==> src/tws9_pkg.sv <==
// ----------------------------------------------------------------------------
// tws9_pkg
// Types and constants of the 9-bit three-wire SPI master.
// ----------------------------------------------------------------------------
package tws9_pkg;

  localparam int unsigned COUNT_BITS_DEF = 16;
  localparam int unsigned PHASE_W        = 5;

  // Item kinds.
  localparam logic [1:0] KIND_TICK  = 2'd0;
  localparam logic [1:0] KIND_WRITE = 2'd1;
  localparam logic [1:0] KIND_READ  = 2'd2;

  // Transaction modes.
  localparam logic [1:0] MODE_IDLE  = 2'd0;
  localparam logic [1:0] MODE_WRITE = 2'd1;
  localparam logic [1:0] MODE_RCMD  = 2'd2;
  localparam logic [1:0] MODE_RDATA = 2'd3;

  // Half-period numbering inside a frame or a read byte.
  localparam logic [PHASE_W-1:0] FRAME_TICKS    = PHASE_W'(18);
  localparam logic [PHASE_W-1:0] WRITE_TAIL     = PHASE_W'(18);
  localparam logic [PHASE_W-1:0] WRITE_DONE     = PHASE_W'(19);
  localparam logic [PHASE_W-1:0] READ_END       = PHASE_W'(18);
  localparam logic [PHASE_W-1:0] READ_FILL      = PHASE_W'(20);
  localparam logic [PHASE_W-1:0] LAST_BIT_PHASE = PHASE_W'(17);
  localparam logic [PHASE_W-1:0] DC_PHASES      = PHASE_W'(2);
  localparam logic [3:0]         FRAME_MSB      = 4'd8;

  localparam logic [7:0] FILL_BYTE = 8'hFF;

  typedef struct packed {
    logic cs_n;
    logic clk;
    logic line;
    logic drive;
  } pins_t;

  localparam pins_t PINS_IDLE = '{cs_n: 1'b1, clk: 1'b0, line: 1'b0, drive: 1'b1};

  typedef struct packed {
    logic [1:0]  kind;
    logic [7:0]  byte_value;
    logic        is_data;
    logic [15:0] read_count;
    logic        line_in;
  } item_t;

  typedef struct packed {
    pins_t      pins;
    logic       read_valid;
    logic [7:0] read_data;
    logic       read_last;
    logic       busy;
    logic       rejected;
  } result_t;

endpackage

==> src/tws9_if.sv <==
// ----------------------------------------------------------------------------
// tws9 channel interfaces
// Request, result and configuration channels, each with valid and ready.
// ----------------------------------------------------------------------------
interface tws9_req_if;
  logic        valid;
  logic        ready;
  logic [1:0]  kind;
  logic [7:0]  byte_value;
  logic        is_data;
  logic [15:0] read_count;
  logic        line_in;

  modport source (output valid, kind, byte_value, is_data, read_count, line_in,
                  input ready);
  modport sink (input valid, kind, byte_value, is_data, read_count, line_in,
                output ready);
endinterface

interface tws9_res_if;
  logic       valid;
  logic       ready;
  logic       cs_n;
  logic       clk_res;
  logic       line_out;
  logic       line_drive;
  logic       read_valid;
  logic [7:0] read_data;
  logic       read_last;
  logic       busy_res;
  logic       rejected;

  modport source (output valid, cs_n, clk_res, line_out, line_drive, read_valid,
                  read_data, read_last, busy_res, rejected, input ready);
  modport sink (input valid, cs_n, clk_res, line_out, line_drive, read_valid,
                read_data, read_last, busy_res, rejected, output ready);
endinterface

interface tws9_cfg_if;
  logic valid;
  logic ready;
  logic data;

  modport source (output valid, data, input ready);
  modport sink (input valid, data, output ready);
endinterface

==> src/tws9_core.sv <==
// ----------------------------------------------------------------------------
// tws9_core
// Transaction state and next-state logic; advances by one item per step.
// ----------------------------------------------------------------------------
module tws9_core #(
  parameter int unsigned COUNT_BITS = tws9_pkg::COUNT_BITS_DEF
) (
  input  logic              clk,
  input  logic              rst,
  input  logic              step,
  input  logic              port_enabled,
  input  tws9_pkg::item_t   item,
  output tws9_pkg::result_t result
);
  import tws9_pkg::*;

  logic [1:0]            mode, mode_next;
  logic [PHASE_W-1:0]    phase, phase_next;
  logic [8:0]            out_shift, out_shift_next;
  logic [7:0]            in_shift, in_shift_next;
  logic [COUNT_BITS-1:0] bytes_left, bytes_left_next;
  pins_t                 pins, pins_next;

  logic [COUNT_BITS-1:0] cnt;
  logic [COUNT_BITS-1:0] left_dec;
  logic                  left_is_one;
  logic [3:0]            bit_idx;
  logic                  frame_bit;

  assign cnt         = COUNT_BITS'(item.read_count);
  assign left_dec    = bytes_left - COUNT_BITS'(1);
  assign left_is_one = (bytes_left == COUNT_BITS'(1));
  assign bit_idx     = FRAME_MSB - phase[PHASE_W-1:1];
  assign frame_bit   = out_shift[bit_idx];

  always_comb begin
    logic [COUNT_BITS-1:0] left_after;
    mode_next       = mode;
    phase_next      = phase;
    out_shift_next  = out_shift;
    in_shift_next   = in_shift;
    bytes_left_next = bytes_left;
    pins_next       = pins;
    left_after      = bytes_left;
    result          = '0;

    case (item.kind)
      KIND_WRITE, KIND_READ: begin
        if (mode != MODE_IDLE) begin
          result.rejected = 1'b1;
        end else if (item.kind == KIND_WRITE) begin
          if (port_enabled) begin
            out_shift_next = {item.is_data, item.byte_value};
            mode_next      = MODE_WRITE;
            phase_next     = '0;
            pins_next      = '{cs_n: 1'b0, clk: 1'b0, line: 1'b0, drive: 1'b1};
          end
        end else if (!port_enabled) begin
          // Disabled port: no pin activity, one filler byte per later tick.
          if (cnt != '0) begin
            bytes_left_next = cnt;
            mode_next       = MODE_RDATA;
            phase_next      = READ_FILL;
          end
        end else begin
          out_shift_next  = {1'b0, item.byte_value};
          bytes_left_next = cnt;
          in_shift_next   = '0;
          mode_next       = MODE_RCMD;
          phase_next      = '0;
          pins_next       = '{cs_n: 1'b0, clk: 1'b0, line: 1'b0, drive: 1'b1};
        end
      end
      KIND_TICK: begin
        case (mode)
          MODE_WRITE: begin
            if (phase < FRAME_TICKS) begin
              pins_next  = '{cs_n: 1'b0, clk: phase[0], line: frame_bit, drive: 1'b1};
              phase_next = phase + PHASE_W'(1);
            end else if (phase == WRITE_TAIL) begin
              pins_next  = '{cs_n: 1'b0, clk: 1'b0, line: 1'b0, drive: 1'b1};
              phase_next = WRITE_DONE;
            end else begin
              pins_next  = PINS_IDLE;
              mode_next  = MODE_IDLE;
              phase_next = '0;
            end
          end
          MODE_RCMD: begin
            if (phase < FRAME_TICKS) begin
              pins_next  = '{cs_n: 1'b0, clk: phase[0], line: frame_bit, drive: 1'b1};
              phase_next = phase + PHASE_W'(1);
              if (phase == LAST_BIT_PHASE) begin
                mode_next     = MODE_RDATA;
                phase_next    = (bytes_left != '0) ? '0 : READ_END;
                in_shift_next = '0;
              end
            end else begin
              pins_next  = PINS_IDLE;
              mode_next  = MODE_IDLE;
              phase_next = '0;
            end
          end
          MODE_RDATA: begin
            if (phase == READ_FILL) begin
              if (bytes_left != '0) begin
                result.read_valid = 1'b1;
                result.read_data  = FILL_BYTE;
                result.read_last  = left_is_one;
                left_after        = left_dec;
              end
              bytes_left_next = left_after;
              if (left_after == '0) begin
                pins_next  = PINS_IDLE;
                mode_next  = MODE_IDLE;
                phase_next = '0;
              end
            end else if (phase < DC_PHASES) begin
              // D/C = 1 pulse ahead of each read byte.
              pins_next  = '{cs_n: 1'b0, clk: phase[0], line: 1'b1, drive: 1'b1};
              phase_next = phase + PHASE_W'(1);
            end else if (phase < FRAME_TICKS) begin
              pins_next = '{cs_n: 1'b0, clk: phase[0], line: 1'b0, drive: 1'b0};
              if (!phase[0]) begin
                in_shift_next = {in_shift[6:0], item.line_in};
                phase_next    = phase + PHASE_W'(1);
              end else if (phase == LAST_BIT_PHASE) begin
                result.read_valid = 1'b1;
                result.read_data  = in_shift;
                result.read_last  = left_is_one;
                bytes_left_next   = left_dec;
                phase_next        = (left_dec != '0) ? '0 : READ_END;
                in_shift_next     = '0;
              end else begin
                phase_next = phase + PHASE_W'(1);
              end
            end else begin
              pins_next  = PINS_IDLE;
              mode_next  = MODE_IDLE;
              phase_next = '0;
            end
          end
          default: begin
          end
        endcase
      end
      default: begin
      end
    endcase

    result.pins = pins_next;
    result.busy = (mode_next != MODE_IDLE);
  end

  always_ff @(posedge clk) begin
    if (rst) begin
      mode       <= MODE_IDLE;
      phase      <= '0;
      out_shift  <= '0;
      in_shift   <= '0;
      bytes_left <= '0;
      pins       <= PINS_IDLE;
    end else if (step) begin
      mode       <= mode_next;
      phase      <= phase_next;
      out_shift  <= out_shift_next;
      in_shift   <= in_shift_next;
      bytes_left <= bytes_left_next;
      pins       <= pins_next;
    end
  end

endmodule

==> src/three_wire_spi_9bit_master.sv <==
// ----------------------------------------------------------------------------
// three_wire_spi_9bit_master
// Three-wire SPI master for 9-bit frames (D/C bit plus 8 data bits).
// ----------------------------------------------------------------------------
// Channels: req carries one item per beat: a tick (one half-period of the
// serial clock), a write request or a read request. res carries exactly one
// result beat per item: pin levels, an optional read byte with its last
// mark, the busy flag and a rejected flag. cfg writes port_enabled and is
// always ready.
// Timing: the result of an item is presented in the cycle after its beat is
// accepted. Throughput: one item per cycle while res takes each result; the
// next-state logic of the transaction sequencer is combinational and the
// result register is the only stage.
// Reset: the sequencer goes idle (CS high, clock low, line driven low),
// port_enabled clears and no result is pending.
// Stall: while a result waits on res, req stays ready only if res.ready
// takes that result in the same cycle, so no beat is dropped or repeated.
// ----------------------------------------------------------------------------
module three_wire_spi_9bit_master #(
  parameter int unsigned COUNT_BITS = tws9_pkg::COUNT_BITS_DEF
) (
  input logic        clk,
  input logic        rst,
  tws9_cfg_if.sink   cfg,
  tws9_req_if.sink   req,
  tws9_res_if.source res
);
  import tws9_pkg::*;

  logic    port_enabled;
  logic    accept;
  logic    out_valid;
  item_t   item;
  result_t result;
  result_t result_q;

  assign cfg.ready = 1'b1;
  assign req.ready = !out_valid || res.ready;
  assign accept    = req.valid && req.ready;

  assign item = '{kind: req.kind, byte_value: req.byte_value, is_data: req.is_data,
                  read_count: req.read_count, line_in: req.line_in};

  always_ff @(posedge clk) begin
    if (rst) begin
      port_enabled <= 1'b0;
    end else if (cfg.valid) begin
      port_enabled <= cfg.data;
    end
  end

  tws9_core #(
    .COUNT_BITS(COUNT_BITS)
  ) u_core (
    .clk         (clk),
    .rst         (rst),
    .step        (accept),
    .port_enabled(port_enabled),
    .item        (item),
    .result      (result)
  );

  always_ff @(posedge clk) begin
    if (rst) begin
      out_valid <= 1'b0;
    end else if (accept) begin
      out_valid <= 1'b1;
    end else if (res.ready) begin
      out_valid <= 1'b0;
    end
  end

  always_ff @(posedge clk) begin
    if (accept) begin
      result_q <= result;
    end
  end

  assign res.valid      = out_valid;
  assign res.cs_n       = result_q.pins.cs_n;
  assign res.clk_res    = result_q.pins.clk;
  assign res.line_out   = result_q.pins.line;
  assign res.line_drive = result_q.pins.drive;
  assign res.read_valid = result_q.read_valid;
  assign res.read_data  = result_q.read_data;
  assign res.read_last  = result_q.read_last;
  assign res.busy_res   = result_q.busy;
  assign res.rejected   = result_q.rejected;

endmodule

==> src/flat_wrapper.sv <==
// flat-port wrapper written by rule: the top's interface ports become plain ports
module three_wire_spi_9bit_master_flat import tws9_pkg::*;
#(
  parameter int unsigned COUNT_BITS = tws9_pkg::COUNT_BITS_DEF
)
  (clk, rst, cfg_valid, cfg_data, cfg_ready, req_valid, req_kind, req_byte_value, req_is_data, req_read_count, req_line_in, req_ready, res_valid, res_cs_n, res_clk_res, res_line_out, res_line_drive, res_read_valid, res_read_data, res_read_last, res_busy_res, res_rejected, res_ready);
  tws9_cfg_if cfg_i ();
  tws9_req_if req_i ();
  tws9_res_if res_i ();
  input logic clk;
  input logic rst;
  input wire logic [$bits(cfg_i.valid)-1:0] cfg_valid;
  input wire logic [$bits(cfg_i.data)-1:0] cfg_data;
  output wire logic [$bits(cfg_i.ready)-1:0] cfg_ready;
  input wire logic [$bits(req_i.valid)-1:0] req_valid;
  input wire logic [$bits(req_i.kind)-1:0] req_kind;
  input wire logic [$bits(req_i.byte_value)-1:0] req_byte_value;
  input wire logic [$bits(req_i.is_data)-1:0] req_is_data;
  input wire logic [$bits(req_i.read_count)-1:0] req_read_count;
  input wire logic [$bits(req_i.line_in)-1:0] req_line_in;
  output wire logic [$bits(req_i.ready)-1:0] req_ready;
  output wire logic [$bits(res_i.valid)-1:0] res_valid;
  output wire logic [$bits(res_i.cs_n)-1:0] res_cs_n;
  output wire logic [$bits(res_i.clk_res)-1:0] res_clk_res;
  output wire logic [$bits(res_i.line_out)-1:0] res_line_out;
  output wire logic [$bits(res_i.line_drive)-1:0] res_line_drive;
  output wire logic [$bits(res_i.read_valid)-1:0] res_read_valid;
  output wire logic [$bits(res_i.read_data)-1:0] res_read_data;
  output wire logic [$bits(res_i.read_last)-1:0] res_read_last;
  output wire logic [$bits(res_i.busy_res)-1:0] res_busy_res;
  output wire logic [$bits(res_i.rejected)-1:0] res_rejected;
  input wire logic [$bits(res_i.ready)-1:0] res_ready;
  assign cfg_i.valid = cfg_valid;
  assign cfg_i.data = cfg_data;
  assign cfg_ready = cfg_i.ready;
  assign req_i.valid = req_valid;
  assign req_i.kind = req_kind;
  assign req_i.byte_value = req_byte_value;
  assign req_i.is_data = req_is_data;
  assign req_i.read_count = req_read_count;
  assign req_i.line_in = req_line_in;
  assign req_ready = req_i.ready;
  assign res_valid = res_i.valid;
  assign res_cs_n = res_i.cs_n;
  assign res_clk_res = res_i.clk_res;
  assign res_line_out = res_i.line_out;
  assign res_line_drive = res_i.line_drive;
  assign res_read_valid = res_i.read_valid;
  assign res_read_data = res_i.read_data;
  assign res_read_last = res_i.read_last;
  assign res_busy_res = res_i.busy_res;
  assign res_rejected = res_i.rejected;
  assign res_i.ready = res_ready;
  three_wire_spi_9bit_master #(.COUNT_BITS(COUNT_BITS)) u_core (.clk(clk), .rst(rst), .cfg(cfg_i), .req(req_i), .res(res_i));
endmodule
==> config.mk <==
export PLATFORM = sky130hd
export DESIGN_NAME = three_wire_spi_9bit_master_flat
export DESIGN_NICKNAME = d
export VERILOG_FILES = /design/src/tws9_pkg.sv /design/src/tws9_if.sv /design/src/tws9_core.sv /design/src/three_wire_spi_9bit_master.sv /design/src/flat_wrapper.sv
export SDC_FILE = /design/constraint.sdc
export NUM_CORES = 1
export LEC_CHECK = 0
export BUFFER_PORTS_ARGS = -buffer_cell sky130_fd_sc_hd__buf_2
export CAP_MARGIN = 15
export CORE_UTILIZATION = 53
export DETAILED_ROUTE_END_ITERATION = 10
export PLACE_DENSITY = 0.82
export SYNTH_ARGS = -nofsm -noshare
export SYNTH_HDL_FRONTEND = slang
export SYNTH_SLANG_ARGS = --single-unit
==> constraint.sdc <==
create_clock -name clk -period 3.6 [get_ports clk]
set_input_delay 0 -clock clk [delete_from_list [all_inputs] [get_ports clk]]
set_output_delay 0 -clock clk [all_outputs]
set_load 0.005 [all_outputs]
=== Word level (Yosys, flattened, before mapping) ===
Index checks and enable logic that the tools add are counted.

* Bitwise logic cells: 1
* Reductions and logical operators: 18
* Equal/unequal tests: 26
* $lt $le $gt $ge: 3
* Multiplexer cells: 85
* Add/sub/neg operators: 3

{| class="wikitable"
|+ Operator list
! kind !! number
|-
| two-way mux 16 bit || 14
|-
| two-way mux 5 bit || 17
|-
| two-way mux 8 bit || 9
|-
| two-way mux 10 bit || 6
|-
| nonzero test 16 bit || 3
|-
| two-way mux 4 bit || 9
|-
| case mux 16 bit (2 select lines) || 1
|-
| case mux 8 bit (2 select lines) || 2
|-
| != test 3 bit, second input constant || 10
|-
| two-way mux 9 bit || 3
|-
| two-way mux 2 bit || 13
|-
| AND reduction 10 bit || 2
|-
| equality test 16 x 1 -> 1 bit, second input constant || 1
|-
| zero test 16 bit || 1
|-
| subtractor 16 x 1 -> 16 bit, second input constant || 1
|-
| equality test 5 bit, second input constant || 3
|-
| case mux 5 bit (3 select lines) || 1
|-
| case mux 4 bit (3 select lines) || 1
|-
| case mux 5 bit (2 select lines) || 1
|-
| != test 2 bit, second input constant || 4
|-
| case mux 4 bit (2 select lines) || 1
|-
| nonzero test 2 bit || 4
|-
| AND reduction 7 bit || 1
|-
| equality test 2 bit, second input constant || 3
|-
| other kinds (21) || 25
|}

* Output and inout port bits: 19
* Register bits: 62
* Input bits: 34
* Logic and storage cells: 156

=== Depth between registers and ports, before layout ===
* Depth after elaboration: 11
* Mapped depth: 11
* Mapped depth without buffers: 9

=== Modules after synthesis ===
From an unflattened synthesis, not the netlist that was laid out.

* Cell total of the unflattened synthesis: 531
* Area total of the unflattened synthesis: 4,291.6 µm²

{| class="wikitable"
|+ By module, submodules not included
! module !! cells each !! area an instance (µm²) !! times used !! seq. area each (µm²)
|-
| tws9_core || 505 || 3,711.1 || 1 || 880.8
|-
| three_wire_spi_9bit_master || 26 || 580.6 || 1 || 520.5
|}

=== Least setup slack after synthesis ===
No wires, ideal clock.

* Path type: reg2reg
* From: reg u_core.u_core.bytes_left[0]
* To: reg u_core.u_core.phase[3]
* Cell stages (with the launch flop): 12
* Data arrival time: 2.857 ns
* Period minus slack after synthesis: 2.927 ns
* Required time: 3.530 ns
* Library setup time: 0.070 ns
* Slack: 0.673 ns
* Path through: dfxtp_1 > clkbuf_1 > inv_1 > ha_1 > buf_2 > or3b_2 > o41ai_1 > o211ai_1 > and4bb_1 > o31ai_2 > or4_1 > a21oi_1

* Word-level cells in the longest chain between the ends: 8

{| class="wikitable"
|+ Ends and longest elaborated chain
! item !! line !! RTL
|-
| start, declared || tws9_core.sv:21 || <nowiki>logic [COUNT_BITS-1:0] bytes_left, bytes_left_next;</nowiki>
|-
| start signal, assigned || tws9_core.sv:168 || <nowiki>bytes_left <= bytes_left_next;</nowiki>
|-
| subtractor 16 x 1 -> 16 bit or nonzero test 16 bit (tied branches) || tws9_core.sv:31, tws9_core.sv:106 ||
|-
| two-way mux 16 bit (*) || tws9_core.sv:106 || <nowiki>if (bytes_left != '0) begin</nowiki>
|-
| two-way mux 16 bit (*) || tws9_core.sv:105 || <nowiki>if (phase == READ_FILL) begin</nowiki>
|-
| two-way mux 16 bit (*) || tws9_core.sv:75 || <nowiki>case (mode)</nowiki>
|-
| two-way mux 16 bit (*) || tws9_core.sv:47 || <nowiki>case (item.kind)</nowiki>
|-
| zero test 16 bit (*) || tws9_core.sv:113 || <nowiki>if (left_after == '0) begin</nowiki>
|-
| != test 4 bit (no source line) (*) || - ||
|-
| AND reduction 7 bit (no source line) (*) || - ||
|-
| end signal, assigned || tws9_core.sv:165 || <nowiki>phase <= phase_next;</nowiki>
|-
| end, declared || tws9_core.sv:18 || <nowiki>logic [PHASE_W-1:0] phase, phase_next;</nowiki>
|}

Mark *: on every way between the ends. The rest lies on a longest branch, timed or not. The select of a mux whose other input is x is not followed.
A chain may end at the register's enable or synchronous reset.

=== Worst setup path after layout ===
* From: reg u_core.u_core.bytes_left[0]
* To: reg u_core.u_core.phase[0]

Same word-level chain as after synthesis.

==> metrics.cfg <==
[synth]
synth-async-reset-ratio_pct = 0
synth_top_area_share_pct = 22.60
synth-edff-count = 16
syn_avg_cell_area_um2 = 7.837
seq_area_frac_synth_pct = 34.39
synth_area_leaders = dfxtp_1 23%, edfxtp_1 12%, nor2_1 6.1%
syn-num-nets = 566
yosys.cell_types.count = 66
yosysWarnings = 0
synthFlopType = dfxtp_1
synth_top_cell_by_area = dfxtp_1
ys_ff_latch = 62
syn_inst = 520
synth_area_mm2 = 0.004075

[clock_tree]
postCtsSetupBuffers = 0
cts.sinks = 62
cts_made_buffers = 9
htreeDepth = 3
worstSkewPairLatency_ps = 350
cts_tree = yes
clkTransAtPathRegs_ps = 80
cts_max_path_buffers = 2
clockRootBuffer = clkbuf_8

[drt]
met2RoutedLength_mm = 4.925
totalWireLength_mm = 10.91
wl_per_cell_um = 16.13
firstDrtPassIters = 5
vias = 4203
ant_nets = 0
drc = 0
top_layer_used = met4
drt_iter0_markers = 539
avgViaCountPerCell = 6.217
met1_length_mm = 4.962
dr_wl_met3_um = 834

[placed_design]
dp_hpwl_mm = 7.483
place.gp.congestion = 0.9654
port_buffers = 51

[grt]
first_global_vias = 3499
grt_overflow_total = 0
grt_max_degree = 49
grt_pass1_wl_mm = 17.32
grt_util_all_layers_pct = 28.09
antenna_found_initial = 0

[timing]
finalHoldViolations = 0
min_period_ps = 3174
hold_ws_ps = 21.98
skew_ps = 11.83
slew_headroom_pct = 40.63
fmax_mhz = 315.1
post-route-period-util_pct = 88.17
tightestPinTransition_ps = 890.6
setup_tns_ps = 0
setup_viol = 0
rsz0062_at_grt = no
maxSlewViolCount = 0

[power_and_ir_drop]
p_int_mw = 1.165
leakage_nw = 1.849
pwr-share-comb_pct = 23.5
p_per_area_mw_per_mm2 = 370.3
power.share.clock_pct = 31.5
p_sw_share_pct = 33.62
peakVddDrop_mv = 0.2364
power_switching_mw = 0.5901
p_seq_share_pct = 45.0

[layout]
diodes = 0
final_core_util_pct = 64.65
seqCellArea_mm2 = 0.001401
drive_gt1_share_pct = 15.94
fin_nets = 618
multi_input_area_mm2 = 0.002455
fillers = 617
syn2layout_area_growth_pct = 16.30

[worst_setup_path]
r2r_end = u_core.u_core.phase[0]
cp-end-kind = register
crit_start = u_core.u_core.bytes_left[0]
critPathSlowestCell = or3b_2
rrSetupSlack_ps = 430
start_kind = register
cp_cell_sequence = inv_1, ha_1, or3b_2, o41ai_1, o211ai_1, and4bb_1, o31ai_2, buf_4, or3_1, a21oi_1
r2r-start = u_core.u_core.bytes_left[0]
crit_path_end = u_core.u_core.phase[0]
worstPathRequired_ps = 3870
worst-path-max-fanout = 10
r2r_cells = 10
cp.arrival_ps = 3450
critPathMaxStageDelay_ps = 540
crit_type = register to register

[floorplanning]
core_mm2 = 0.007331
initial_core_util_pct = 55.59
die_h_um = 89.69
die_area_mm2 = 0.008043
die_w_um = 89.69
rows = 31
io_pins = 53

[min_path]
hold_class = input port to register

[status]
status = finished, final reports clean

[run]
maxCapViolCount = 0

metrics by stage:
step	power (mW)	instances	setup slack [ps]	area, µm²
2_1_floorplan	1.081	520	672.7	4075
3_3_place_gp	1.182	642	610.4	4385
3_5_place_dp	1.190	642	507.6	4385
4_1_cts	1.756	676	469.6	4740
5_1_grt	1.840	676	199.9	4740
6_report	1.755	676	426.0	4740
cells in the mapped netlist (all sizes together), types with 5 or more instances:
library cell  number
nand3b             6
nor2              67
mux2i              9
o21ai             35
edfxtp            16
o31ai              5
nand4              8
a31oi              5
nor4              11
ha                12
or3                5
nand2b             5
a21oi             42
clkbuf            34
nor3              20
nand3             13
nor2b              8
a22oi             12
nand2             46
o211ai             6
inv               19
dfxtp             46
or2                5
a211oi            10
o41ai              5
power groups by stage:
stage | clock, mW | combinational, mW | sequential [mW]
detailed placement | 0 | 0.386 | 0.803
floorplan | 0 | 0.304 | 0.777
global placement | 0 | 0.380 | 0.802
CTS | 0.564 | 0.404 | 0.788
global route | 0.590 | 0.455 | 0.795
finish | 0.553 | 0.412 | 0.790
kinds of logic after synthesis:
group | synth area share (%)
adders and majority gates | 3.684
muxes | 3.592
and+or+nand+nor | 27.14
other | 0.09202
AOI/OAI and AO/OA | 24.93
xor gates and xnor gates | 0.6449
buffers and inverters | 5.526
DFF | 34.39
registers in the layout, indices dropped and copies added, names as in the netlist, 2 cells and up:
signal                    cells
u_core.res.read_data          8
u_core.u_core.bytes_left     16
u_core.u_core.in_shift        8
u_core.u_core.mode            2
u_core.u_core.out_shift       9
u_core.u_core.phase           5
u_core.u_core.pins            4
worst max-delay path: cells and delay by family, from the launching register on:
family / cells / cell delay, ps
flip-flops: 1 / 400
buffers and inverters: 2 / 320
adder cells (fa/ha/maj): 1 / 380
AO/OA/AOI/OAI: 4 / 690
AND/OR/NAND/NOR: 3 / 1310
cell type report:
type | count | share of cell area (%)
multi-input combinational | 400 | 51.80
sequential | 62 | 29.57
timing repair buffer | 79 | 10.77
clock buffer | 9 | 2.614
tap | 99 | 2.614
inverter | 20 | 1.584
clock inverter | 7 | 1.056
worst min-delay path by stage:
| stage | from | endpoint | slack, ps | cells past startpoint |
|---|---|---|---|---|
| after CTS | req_read_count[2] | u_core.u_core.bytes_left[2] | 7 | 3 |
| after detailed placement | req_byte_value[1] | u_core.u_core.out_shift[1] | 240 | 3 |
| after floorplan | rst | u_core.u_core.phase[4] | 100 | 1 |
| after global placement | req_byte_value[1] | u_core.u_core.out_shift[1] | 230 | 3 |
| after global routing | req_read_count[15] | u_core.u_core.bytes_left[15] | 30 | 3 |
| final | req_read_count[2] | u_core.u_core.bytes_left[2] | 20 | 3 |
metal layers:
| layer | global-route usage, % | vias to the layer above |
|---|---|---|
| met4 | 10.25 | 0 |
| li1 | - | 2019 |
| met1 | 39.91 | 1952 |
| met5 | 0 | - |
| met3 | 6.490 | 20 |
| met2 | 41.46 | 212 |
cell usage in the layout (no fill, tap or decap), types with 5 or more instances in the layout:
| master | synthesis | final |
|---|---|---|
| nand2b_1 | 5 | 5 |
| a21oi_1 | 42 | 42 |
| edfxtp_1 | 16 | 16 |
| a211oi_1 | 9 | 9 |
| mux2i_1 | 9 | 9 |
| nand3b_1 | 6 | 6 |
| clkbuf_8 | 0 | 9 |
| nor4_1 | 11 | 11 |
| a31oi_1 | 5 | 5 |
| dfxtp_1 | 46 | 46 |
| nand3_1 | 13 | 13 |
| buf_4 | 1 | 10 |
| nor2b_1 | 8 | 8 |
| a22oi_1 | 12 | 12 |
| dlygate4sd3_1 | 0 | 18 |
| buf_2 | 3 | 51 |
| nor2_1 | 66 | 66 |
| o21ai_0 | 35 | 35 |
| nand2_1 | 46 | 46 |
| nor3_1 | 19 | 19 |
| nand4_1 | 8 | 8 |
| o211ai_1 | 6 | 6 |
| ha_1 | 12 | 12 |
| o41ai_1 | 5 | 5 |
| inv_1 | 19 | 19 |
| or3_1 | 5 | 5 |
what timing repair did:
action                                 CTS  global route
gates resized for setup                  0             0
hold buffers                            18             0
endpoints found under the hold margin   16             0
(Power assumes the default switching activity.)
